File: src/design/triangle_kernel_line_blur_core_assert.svh
// Assertion macros used by the blur core
`ifndef TRIANGLE_KERNEL_LINE_BLUR_CORE_ASSERT_SVH
`define TRIANGLE_KERNEL_LINE_BLUR_CORE_ASSERT_SVH

// Same-cycle implication
`define TKLB_ASSERT_NOW(lbl, ante, cons, msg) \
   lbl: assert property (@(posedge clock) disable iff (reset) (ante) |-> (cons)) \
      else $error(msg);

// Next-cycle implication
`define TKLB_ASSERT_NEXT(lbl, ante, cons, msg) \
   lbl: assert property (@(posedge clock) disable iff (reset) (ante) |=> (cons)) \
      else $error(msg);

`endif

File: src/design/tklb_pkg.sv
package tklb_pkg;

   localparam int MAX_RADIUS_DEF = 63;
   localparam int RING_DEPTH_DEF = 128;

   localparam int SAMPLE_W = 16;
   localparam int DIFF_W   = 24;
   localparam int SUM_W    = 30;
   localparam int RSQ_W    = 12;
   localparam int POS_W    = 8;

   localparam logic [POS_W-1:0] POS_MAX = 8'd255;

   // how the outgoing ring samples enter the first difference
   typedef enum logic [1:0] {
      MODE_NONE,
      MODE_SUB,
      MODE_BOTH
   } mode_type;

   typedef struct packed {
      logic     init;
      logic     rd;
      logic     exec;
      logic     cap;
      logic     div_step;
      mode_type mode;
   } lane_ctrl_type;

endpackage

File: src/design/tklb_merge.sv
module tklb_merge (
   input  logic                          clock,
   input  logic                          reset,
   input  logic                          load,
   input  logic [tklb_pkg::SAMPLE_W-1:0] red,
   input  logic [tklb_pkg::SAMPLE_W-1:0] green,
   input  logic [tklb_pkg::SAMPLE_W-1:0] blue,
   input  logic                          last,
   output logic                          free,
   output logic                          rsp_tvalid,
   input  logic                          rsp_tready,
   output logic [47:0]                   rsp_tdata,
   output logic                          rsp_tlast
);

   logic        valid_ff;
   logic [47:0] data_ff;
   logic        last_ff;

   assign free = !valid_ff || rsp_tready;

   always_ff @(posedge clock) begin
      if (reset) begin
         valid_ff <= 1'b0;
      end else if (load && free) begin
         valid_ff <= 1'b1;
      end else if (rsp_tready) begin
         valid_ff <= 1'b0;
      end
   end

   always_ff @(posedge clock) begin
      if (load && free) begin
         data_ff <= {blue, green, red};
         last_ff <= last;
      end
   end

   assign rsp_tvalid = valid_ff;
   assign rsp_tdata  = data_ff;
   assign rsp_tlast  = last_ff;

endmodule

File: config.mk
export PLATFORM = sky130hd
export DESIGN_NAME = tklb_merge
export DESIGN_NICKNAME = d
export VERILOG_FILES = /design/src/design/triangle_kernel_line_blur_core_assert.svh /design/src/design/tklb_pkg.sv /design/src/design/tklb_merge.sv
export SDC_FILE = /design/constraint.sdc
export NUM_CORES = 1
export LEC_CHECK = 0
export BUFFER_PORTS_ARGS = -buffer_cell sky130_fd_sc_hd__buf_2
export CAP_MARGIN = 40
export CELL_PAD_IN_SITES_DETAIL_PLACEMENT = 0
export CELL_PAD_IN_SITES_GLOBAL_PLACEMENT = 1
export CORE_MARGIN = 2
export CORE_UTILIZATION = 34
export CTS_CLUSTER_SIZE = 8
export DETAILED_ROUTE_END_ITERATION = 6
export GPL_ROUTABILITY_DRIVEN = 0
export GPL_TIMING_DRIVEN = 0
export PLACE_DENSITY_LB_ADDON = 0.08
export SETUP_SLACK_MARGIN = 0.4
export SKIP_LAST_GASP = 1
export SLEW_MARGIN = 10
export SYNTH_ARGS = -nofsm -noshare
export SYNTH_HDL_FRONTEND = slang
export SYNTH_SLANG_ARGS = --single-unit
File: constraint.sdc
create_clock -name clock -period 2.9 [get_ports clock]
set_input_delay 0.145 -clock clock [delete_from_list [all_inputs] [get_ports clock]]
set_output_delay 0.145 -clock clock [all_outputs]
set_load 0.01 [all_outputs]
Word level (Yosys, flattened, before mapping)
Cells that the tools add are included.
{"block": "word_totals", "reg_bits": 50, "in_bits": 53, "out_inout_bits": 51, "elab_cells": 9}
{"block": "op_classes", "n_mux": 2, "reduce_logical": 4}
{"op": "$mux 1", "n": 2}
{"op": "$reduce_bool 2->1", "n": 1}
{"op": "$logic_and 1x1->1", "n": 1}
{"op": "$logic_not 1->1", "n": 1}
{"op": "$logic_or 1x1->1", "n": 1}

Logic depth before layout (Yosys ltp)
Gate-level depths: netlist of run 1.
{"block": "logic_depth", "depth_word": 4, "mapped_depth": 2}

Least setup slack after synthesis of run 1
Ideal clock, no wire load.
{"block": "synth_timing", "path_type": "register to register", "from": "reg valid_ff (netlist: rsp_tvalid)", "to": "reg data_ff[0] (netlist: rsp_tdata[0]), enable pin", "setup_time_ns": 0.368, "arrival_ns": 0.904, "setup_slack_ns": 1.628, "path_stages_with_launch": 3, "path_buffers": 0, "period_less_slack_ns": 1.272, "path_cell_list": "dfxtp_1 > nand2b_4 > and2_4"}
{"block": "synth_between", "elab_chain_len": 3}
{"element": "start: declaration", "line": "tklb_merge.sv:16", "text": "logic valid_ff;"}
{"element": "start signal: assignment", "line": "tklb_merge.sv:24", "text": "valid_ff <= 1'b0;"}
{"element": "start signal: assignment", "line": "tklb_merge.sv:26", "text": "valid_ff <= 1'b1;"}
{"element": "start signal: assignment", "line": "tklb_merge.sv:28", "text": "valid_ff <= 1'b0;"}
{"element": "$logic_not 1->1", "line": "tklb_merge.sv:20", "text": "assign free = !valid_ff || rsp_tready;"}
{"element": "$logic_or 1x1->1", "line": "tklb_merge.sv:20"}
{"element": "via free", "line": "tklb_merge.sv:9", "text": "output logic free,"}
{"element": "$logic_and 1x1->1", "line": "tklb_merge.sv:33", "text": "if (load && free) begin"}
{"element": "end signal: assignment", "line": "tklb_merge.sv:34", "text": "data_ff <= {blue, green, red};"}
{"element": "end: declaration", "line": "tklb_merge.sv:17", "text": "logic [47:0] data_ff;"}
The timed path passes the listed nets, and every way through them passes these cells.
A chain may end at the register's enable or synchronous reset.

Worst setup path after layout of run 1
{"block": "layout_timing", "from": "reg valid_ff (netlist: rsp_tvalid)", "to": "reg data_ff[12] (netlist: rsp_tdata[12]), enable pin"}
{"block": "layout_between", "elab_chain_len": 3}
{"element": "$logic_not 1->1", "line": "tklb_merge.sv:20"}
{"element": "$logic_or 1x1->1", "line": "tklb_merge.sv:20"}
{"element": "$logic_and 1x1->1", "line": "tklb_merge.sv:33"}
Every way passes these cells.

==> run_results.csv, run 1 <==
group,metric,value,unit
timing,worstMarginPinSlew,0.618,ns
placement,dpl.hpwl,2.07,mm
synthesis,synth.distinct_cells,6,
synthesis,ys_seq_area_frac,0.977,
cts,cts_buffers,5,
route,drt-vias-per-instance,4.14,
route,first_pass_iters,4,
cts,cts_tree,"yes",
timing,rsz0062_at_grt,"no",
floorplan,die_h,71.0,um
cells_and_area,drive_above_1_share,0.671,
floorplan,initial_core_util,0.351,
critical_path,crit_path_start_kind,"flip-flop",
timing,setup_viol,0,
timing,tns,0,ns
cts,cts.clk_slew.worst_paths,0.08,ns
outcome,status,"finished clean",
route,drc,0,
critical_path,critPathMaxFanout,49,
route,drtIter0Drc,68,
global_routing,grt_usage,0.112,
hold_path,hp-start,"blue[15]",
cells_and_area,area_delta_synth_final,44.7,%
timing,slew_viol_final,0,
route,wl,2.81,mm
cells_and_area,final_cell_mix,"103 x buf_2, 49 x edfxtp_1, 5 x clkbuf_8",
route,vias,906,
power,irDropWorstVdd,0.284,mV
critical_path,slowest_stage,"and2_4",
cells_and_area,antennaDiodeCount,0,
hold_path,min_path_cells,1,
timing,fmax,739,MHz
critical_path,startpoint,"rsp_tvalid",
cells_and_area,fin_util,0.507,
critical_path,cpLargestDelayFamily,"simple AND/OR/NAND/NOR gates",
global_routing,grtUsageMet1,0.132,
critical_path,critPathArrivalTime,1.29,ns
timing,period_share,0.467,
power,total_power,1.34,mW
cts,cts.repair.resized,0,
run,max-cap-violations,0,
synthesis,yosysWarningCount,0,
critical_path,rr_startpoint,"rsp_tvalid",
placement,place_area,2110,um2
global_routing,grt_pass1_vias,877,
floorplan,design.core.area,4350,um2
global_routing,met3_usage,0.0484,
synthesis,syn_area_per_cell,28.3,um2
route,ant_nets,0,
cells_and_area,layout_commonest_cell,"buf_2",
global_routing,grt_max_degree,50,
timing,skew,0.00234,ns
synthesis,synth_seq_cells,50,
floorplan,die_x,71.0,um
timing,post-route-min-period,1.35,ns
placement,port_buffers,103,
critical_path,worst-path-buf-inv,0,
cts,clk_path_buf_depth,2,
critical_path,reg2reg_slack,1.55,ns
power,powerDensity,608,nW/um2
cts,clock-sinks,50,
floorplan,row_count,24,
hold_path,holdPathEnd,"rsp_tdata[47]",
route,wire_per_inst,12.8,um
critical_path,ff2ff_path_depth,2,
floorplan,boundaryPins,104,
synthesis,synth_nets,107,
timing,max-slew-margin-rel,0.588,
cts,insertion_delay,0.29,ns
cells_and_area,final_cell_area,2210,um2
global_routing,grt_pass1_wl,4.25,mm
cells_and_area,num-nets-final,219,
global_routing,antenna_found_initial,0,
critical_path,path_cells,"nand2b_4 -> and2_4",
cts,cts_setup_buffers,0,
critical_path,r2r-end,"rsp_tdata[12]",
synthesis,syn-instance-count,54,
global_routing,grt_overflow,0,
floorplan,die_area,5040,um2
timing,hold_viol_final,0,
global_routing,grt.busiest_layer,"met2",
critical_path,cpPeakStageDelay,0.53,ns
global_routing,grt_util_met2,0.178,
synthesis,post_synth_instance_area,1530,um2
cts,cts_root_buf,"clkbuf_8",
critical_path,critical_path_class,"reg -> reg",
cts,holdBufCountCts,1,
critical_path,cp-end-kind,"flip-flop",
hold_path,hp-class,"in -> reg",
power,p_leak,0.957,nW
cts,htreeDepth,2,
critical_path,crit_required,2.83,ns
synth_stat cells (all sizes together):
master,n,area share
edfxtp,49,0.96
dfxtp,1,0.013
inv,1,0.0025
and2,1,0.0057
a21oi,1,0.0057
nand2b,1,0.0090
cells by family (layout without fill, tap and decap cells):
kind of cell           Yosys count  after routing  synth area share
and+or+nand+nor                  2              2            0.0148
buffers and inverters            1            114           0.00246
AOI/OAI and AO/OA                1              1           0.00574
DFF                             50             50             0.977
worst max-delay path by stage:
stage,end,cells past startpoint
4_1_cts,rsp_tdata[6],2
3_5_place_dp,rsp_tdata[41],2
5_1_grt,rsp_tdata[25],2
3_3_place_gp,rsp_tdata[0],2
2_1_floorplan,rsp_tdata[0],2
6_report,rsp_tdata[12],2
worst reg2reg max path: stages (launching register included):
cell and delay [ns]:
dfxtp_1 0.34, nand2b_4 0.08, and2_4 0.53
layout make-up:
cell class              count  area (um2)
fillers                   378        2150
multi-input cells           3        31.3
inverters                   1        3.75
clock buffers               6        72.6
clock inverters             2        8.76
repair buffers            105         536
well taps                  52        65.1
flip-flops and latches     50        1490
per-stage QoR:
stage	setup slack (ns)	hold WS, ns	instances
after floorplan	1.63	0.207	54
after global placement	1.58	0.306	209
after detailed placement	1.54	0.308	209
after CTS	1.53	0.00915	218
after global routing	1.48	0.00201	219
final	1.55	0.0197	219
flip-flops by register name (all words and copies together), names as in the netlist:
register	cells
rsp_tlast	1
rsp_tdata	48
rsp_tvalid	1
per-layer routing:
metal  part of all wire  vias up
met4              0.018        0
met2               0.48       63
li1                   -      435
met3               0.12        6
met5                  0        -
met1               0.38      402
where the power goes:
part	internal, mW	total, mW	switching (mW)	leakage (nW)
Combinational	0.0547	0.116	0.0615	0.432
Sequential	0.843	0.852	0.00888	0.482
Clock	0.166	0.376	0.210	0.0426
(Power assumes the default switching activity.)
==> run 2, diff against run 1 <==
- CORE_UTILIZATION: 34 -> 29
- clock period: 2.9 -> 1.2 ns (I/O delays scaled with it)
==> run 2 against run 1 <==
Against the previous run:
- die area grew 16%
- sequential power is 140% higher
- clock skew is 0.00088 ns higher
- sequential share of layout area shrank 14 points
- worst setup slack lost 1.3 ns
- non-clock buffer count grew 49
- global-route usage rose by 2.3 points
- combinational power grew to 3.8 times the previous value
- critical path depth unchanged
==> run_results.csv, run 2 (synthesis results as in run 1) <==
group,metric,value,unit
critical_path,critPathMaxFanout,7,
timing,tns,0,ns
cells_and_area,largest_reg_flops,48,
critical_path,reg2reg_slack,0.22,ns
floorplan,die_h,76.6,um
power,powerDensity,1210,nW/um2
hold_path,hp-class,"in -> reg",
cells_and_area,final_cell_area,2800,um2
timing,max-slew-margin-rel,0.857,
cts,cts_root_buf,"clkbuf_8",
power,p_comb_frac,0.131,
power,p_leak,1.20,nW
placement,place_area,2130,um2
power,irDropWorstVdd,0.609,mV
placement,numPlacedInstances,227,
timing,hold_viol_final,0,
critical_path,cp-end-kind,"flip-flop",
outcome,status,"finished clean",
global_routing,grt_usage,0.135,
route,drc,0,
power,total_power,3.40,mW
route,wl,3.74,mm
timing,period_share,0.814,
route,first_pass_iters,3,
route,drtIter0Drc,34,
power,power.switching,0.716,mW
global_routing,grt_max_degree,15,
power,seq_power_share,0.605,
global_routing,grt_pass1_vias,1225,
cts,cts_tree,"yes",
cells_and_area,antennaDiodeCount,0,
global_routing,antenna_found_initial,0,
cells_and_area,num-nets-final,276,
cts,clock-sinks,50,
cells_and_area,layout_commonest_cell,"buf_2",
timing,setup_viol,0,
floorplan,design.core.area,5110,um2
power,p_int,2.68,mW
cells_and_area,drive_above_1_share,0.540,
route,ant_nets,0,
timing,post-route-min-period,0.976,ns
floorplan,row_count,26,
critical_path,crit_path_start_kind,"flip-flop",
floorplan,initial_core_util,0.299,
route,drt-vias-per-instance,3.94,
cells_and_area,fill_cells,442,
cts,cts.clk_slew.worst_paths,0.08,ns
critical_path,critical_path_class,"reg -> reg",
cells_and_area,final_cell_mix,"103 x buf_2, 50 x dlygate4sd3_1, 49 x edfxtp_1",
global_routing,grt_pass1_wl,5.92,mm
critical_path,critPathArrivalTime,0.98,ns
run,max-cap-violations,0,
power,p_sw_frac,0.210,
timing,worstMarginPinSlew,0.215,ns
cts,cts_buffers,5,
cts,insertion_delay,0.29,ns
timing,fmax,1020,MHz
timing,rsz0062_at_grt,"yes",
power,p_clk_frac,0.264,
cells_and_area,layoutNonFillerInstCount,294,
global_routing,grt_overflow,0,
cts,htreeDepth,2,
cts,clk_path_buf_depth,2,
route,vias,1158,
floorplan,die_x,76.6,um
floorplan,die_area,5860,um2
route,wire_per_inst,12.7,um
cells_and_area,area_delta_synth_final,83.4,%
timing,skew,0.00322,ns
floorplan,boundaryPins,104,
critical_path,crit_required,1.20,ns
placement,port_buffers,103,
timing,slew_viol_final,0,
run 2: cell types whose count changed in the layout (fill, tap and decap cells not counted):
cell,before,now
dlygate4sd3_1,2,50
dfxtp_1,1,0
clkinv_2,1,0
clkbuf_1,1,0
dfxtp_4,0,1
nand2b_4,1,2
clkinv_1,1,3
and2_4,1,8
buf_6,0,1
run 2: power groups by stage:
stage / Clock, mW / Combinational [mW] / Sequential [mW]
after global routing: 1.00 / 0.483 / 2.07
after CTS: 0.927 / 0.451 / 2.06
after detailed placement: 0 / 0.283 / 2.10
final: 0.897 / 0.445 / 2.06
after global placement: 0 / 0.277 / 2.10
after floorplan: 0 / 0.0397 / 2.16
run 2: routing by layer:
metal | global-route usage | share of wire | wire length (um)
met2 | 0.239 | 0.54 | 2000
met5 | 0 | 0 | 0
met4 | 0.0436 | 0.0040 | 15
met3 | 0.0498 | 0.071 | 265
met1 | 0.149 | 0.39 | 1450
run 2: worst max-delay path: stages, from the launching register on:
cell and delay [ns]:
dfxtp_4 0.37, nand2b_4 0.10, and2_4 0.21
run 2: final cells by class:
class | instances | area (um2) | area share
Sequential cell | 50 | 1500 | 0.534
Clock buffer | 5 | 68.8 | 0.0246
Multi-Input combinational cell | 11 | 106 | 0.0380
Inverter | 1 | 3.75 | 0.00134
Timing Repair Buffer | 154 | 1030 | 0.367
Clock inverter | 3 | 11.3 | 0.00402
Tap cell | 70 | 87.6 | 0.0313
run 2: path summary, 6_finish.rpt:
| check | start | endpoint | cells after the start |
|---|---|---|---|
| min | load | rsp_tvalid | 3 |
| max reg2reg | rsp_tvalid | rsp_tdata[20] | 2 |
| min reg2reg | rsp_tvalid | rsp_tvalid | 3 |
| max | rsp_tvalid | rsp_tdata[20] | 2 |
run 2: what timing repair did:
item                       in CTS  in global routing
gates resized for setup         9                  1
hold buffers                   50                  0
buffers inserted                1                  0
gates cloned                    8                  0
hold endpoints to repair       50                  0
pin swaps                       1                  0
setup endpoints to repair     100                101
run 2: per-stage QoR:
step | hold slack, ns | setup WS (ns) | utilization
floorplan | 0.115 | -0.0425 | -
global route | 0.0947 | 0.179 | 0.548
finish | 0.103 | 0.224 | 0.548
global placement | 0.211 | -0.116 | 0.417
CTS | 0.0949 | 0.205 | 0.548
detailed placement | 0.218 | -0.150 | 0.417
==> run 3, diff against run 2 <==
- clock period: 1.2 -> 0.87 ns (I/O delays scaled with it)
==> run 3 against run 2 <==
Against the previous run:
- the run now ends with negative hold slack, negative setup slack left
- clock power grew 38%
- clock skew is essentially flat
- first-iteration DRC count is the same
- combinational power is essentially flat
- sequential power grew 38%
- via count shrank 16%
- fmax shrank 0.29%
- die area is the same
- cell count shrank 17%
- clock-buffer cell count is the same
- routed wire length shrank 11%
- critical path type unchanged
==> run_results.csv, run 3 (synthesis results as in run 1) <==
group,metric,value,unit
global_routing,grt_max_degree,15,
critical_path,reg2reg_slack,-0.11,ns
power,p_comb_frac,0.099,
route,drc,0,
route,drtIter0Drc,34,
route,drt-vias-per-instance,3.98,
cells_and_area,largest_reg_flops,48,
route,wl_met1,1.28,mm
cts,insertion_delay,0.29,ns
cells_and_area,antennaDiodeCount,0,
power,powerDensity,1950,nW/um2
cts,cts_root_buf,"clkbuf_8",
power,power.switching,0.959,mW
critical_path,crit_path_start_kind,"flip-flop",
critical_path,critical_path_class,"reg -> reg",
power,total_power,4.52,mW
floorplan,row_count,26,
timing,slew_viol_final,0,
run,max-cap-violations,0,
placement,place_area,2130,um2
cts,cts_buffers,5,
floorplan,boundaryPins,104,
route,wl,3.33,mm
critical_path,rr_startpoint,"rsp_tvalid",
global_routing,grt_pass1_wl,5.13,mm
floorplan,die_area,5860,um2
route,first_pass_iters,2,
power,p_int,3.57,mW
cells_and_area,drive_above_1_share,0.697,
global_routing,grt_usage,0.119,
cells_and_area,area_delta_synth_final,52.0,%
route,wire_per_inst,13.6,um
power,p_leak,1.00,nW
hold_path,hp-start,"reset",
timing,skew,0.00279,ns
cells_and_area,final_cell_area,2320,um2
cts,cts.clk_slew.worst_paths,0.08,ns
power,p_clk_frac,0.274,
route,highest_layer,"met4",
timing,max-slew-margin-rel,0.858,
critical_path,critPathMaxFanout,7,
floorplan,initial_core_util,0.299,
timing,setup_viol,51,
floorplan,die_x,76.6,um
cells_and_area,num-nets-final,227,
route,wl_met2,1.71,mm
cts,htreeDepth,2,
cts,clock-sinks,50,
timing,rsz0062_at_grt,"yes",
power,p_sw_frac,0.212,
hold_path,hp-class,"in -> reg",
route,ant_nets,0,
critical_path,r2r-end,"rsp_tdata[20]",
cts,cts_tree,"yes",
cells_and_area,layout_commonest_cell,"buf_2",
timing,hold_viol_final,50,
timing,worstMarginPinSlew,0.213,ns
critical_path,ff2ff_path_depth,2,
outcome,violations,"negative hold slack, negative setup slack",
critical_path,cp-end-kind,"flip-flop",
floorplan,design.core.area,5110,um2
timing,setup_ws,-0.109,ns
power,seq_power_share,0.627,
global_routing,grt_overflow,0,
outcome,status,"finished, violations left",
power,irDropWorstVdd,0.846,mV
critical_path,critPathArrivalTime,0.99,ns
cts,clk_path_buf_depth,2,
placement,port_buffers,103,
timing,period_share,1.13,
timing,fmax,1020,MHz
placement,numPlacedInstances,227,
floorplan,die_h,76.6,um
global_routing,antenna_found_initial,0,
global_routing,grt_pass1_vias,1008,
hold_path,holdPathEnd,"rsp_tvalid",
timing,holdWs,-0.112,ns
cells_and_area,final_cell_mix,"101 x buf_2, 49 x edfxtp_1, 8 x and2_4",
critical_path,crit_required,0.88,ns
route,wl_met3,309,um
cells_and_area,layoutNonFillerInstCount,245,
route,vias,976,
hold_path,min_path_cells,2,
timing,post-route-min-period,0.979,ns
[run 3: cell types whose count changed in the layout (fill, tap and decap cells not counted)]
cell	previous run	this run
dlygate4sd3_1	50	0
buf_6	1	3
buf_2	103	101
buf_4	0	1
[run 3: timing repair]
action / in CTS / in global routing
gates cloned: 8 / 0
resized for setup: 11 / 1
endpoints found under the hold margin: 50 / 50
pin swaps: 2 / 0
setup endpoints to repair: 101 / 101
setup buffers: 1 / 1
[run 3: layer usage]
layer  track usage  vias to the layer above
met2         0.204                       56
li1              -                      459
met5             0                        -
met3        0.0545                        4
met1         0.130                      457
met4        0.0436                        0
[run 3: area by class of cell]
class | count | area, um2
Clock buffer | 5 | 68.8
Clock inverter | 3 | 11.3
Fill cell | 495 | 2790
Inverter | 1 | 3.75
Multi-Input combinational cell | 11 | 106
Sequential cell | 50 | 1500
Tap cell | 70 | 87.6
Timing Repair Buffer | 105 | 547
[run 3: power by group through the flow]
stage	clock [mW]	sequential, mW	combinational, mW
final	1.24	2.84	0.448
after global routing	1.39	2.85	0.490
after CTS	1.28	2.84	0.456
after detailed placement	0	2.90	0.390
after global placement	0	2.89	0.382
after floorplan	0	2.98	0.0548
[run 3: through the flow]
stage	TNS [ns]	hold slack, ns	worst slack [ns]	utilization
3_3_place_gp	-21.77	0.195	-0.446	0.417
2_1_floorplan	-18.25	0.0986	-0.373	-
6_report	-5.06	-0.112	-0.109	0.454
3_5_place_dp	-23.41	0.201	-0.480	0.417
5_1_grt	-8.04	-0.135	-0.162	0.454
4_1_cts	-5.69	-0.117	-0.129	0.452
[run 3: how the worst max path moves through the flow]
stage | start | endpoint | slack [ns] | cells past startpoint
6_report | rsp_tvalid | rsp_tdata[20] | -0.11 | 2
5_1_grt | rsp_tvalid | rsp_tdata[20] | -0.16 | 2
4_1_cts | rsp_tvalid | rsp_tdata[18] | -0.13 | 2
3_5_place_dp | rsp_tvalid | rsp_tdata[6] | -0.48 | 2
3_3_place_gp | rsp_tvalid | rsp_tdata[3] | -0.45 | 2
2_1_floorplan | rsp_tvalid | rsp_tdata[0] | -0.37 | 2
[run 3: worst max-delay path, stage by stage (launching register included)]
cell and delay, ns:
dfxtp_4 0.37, nand2b_4 0.10, and2_4 0.21
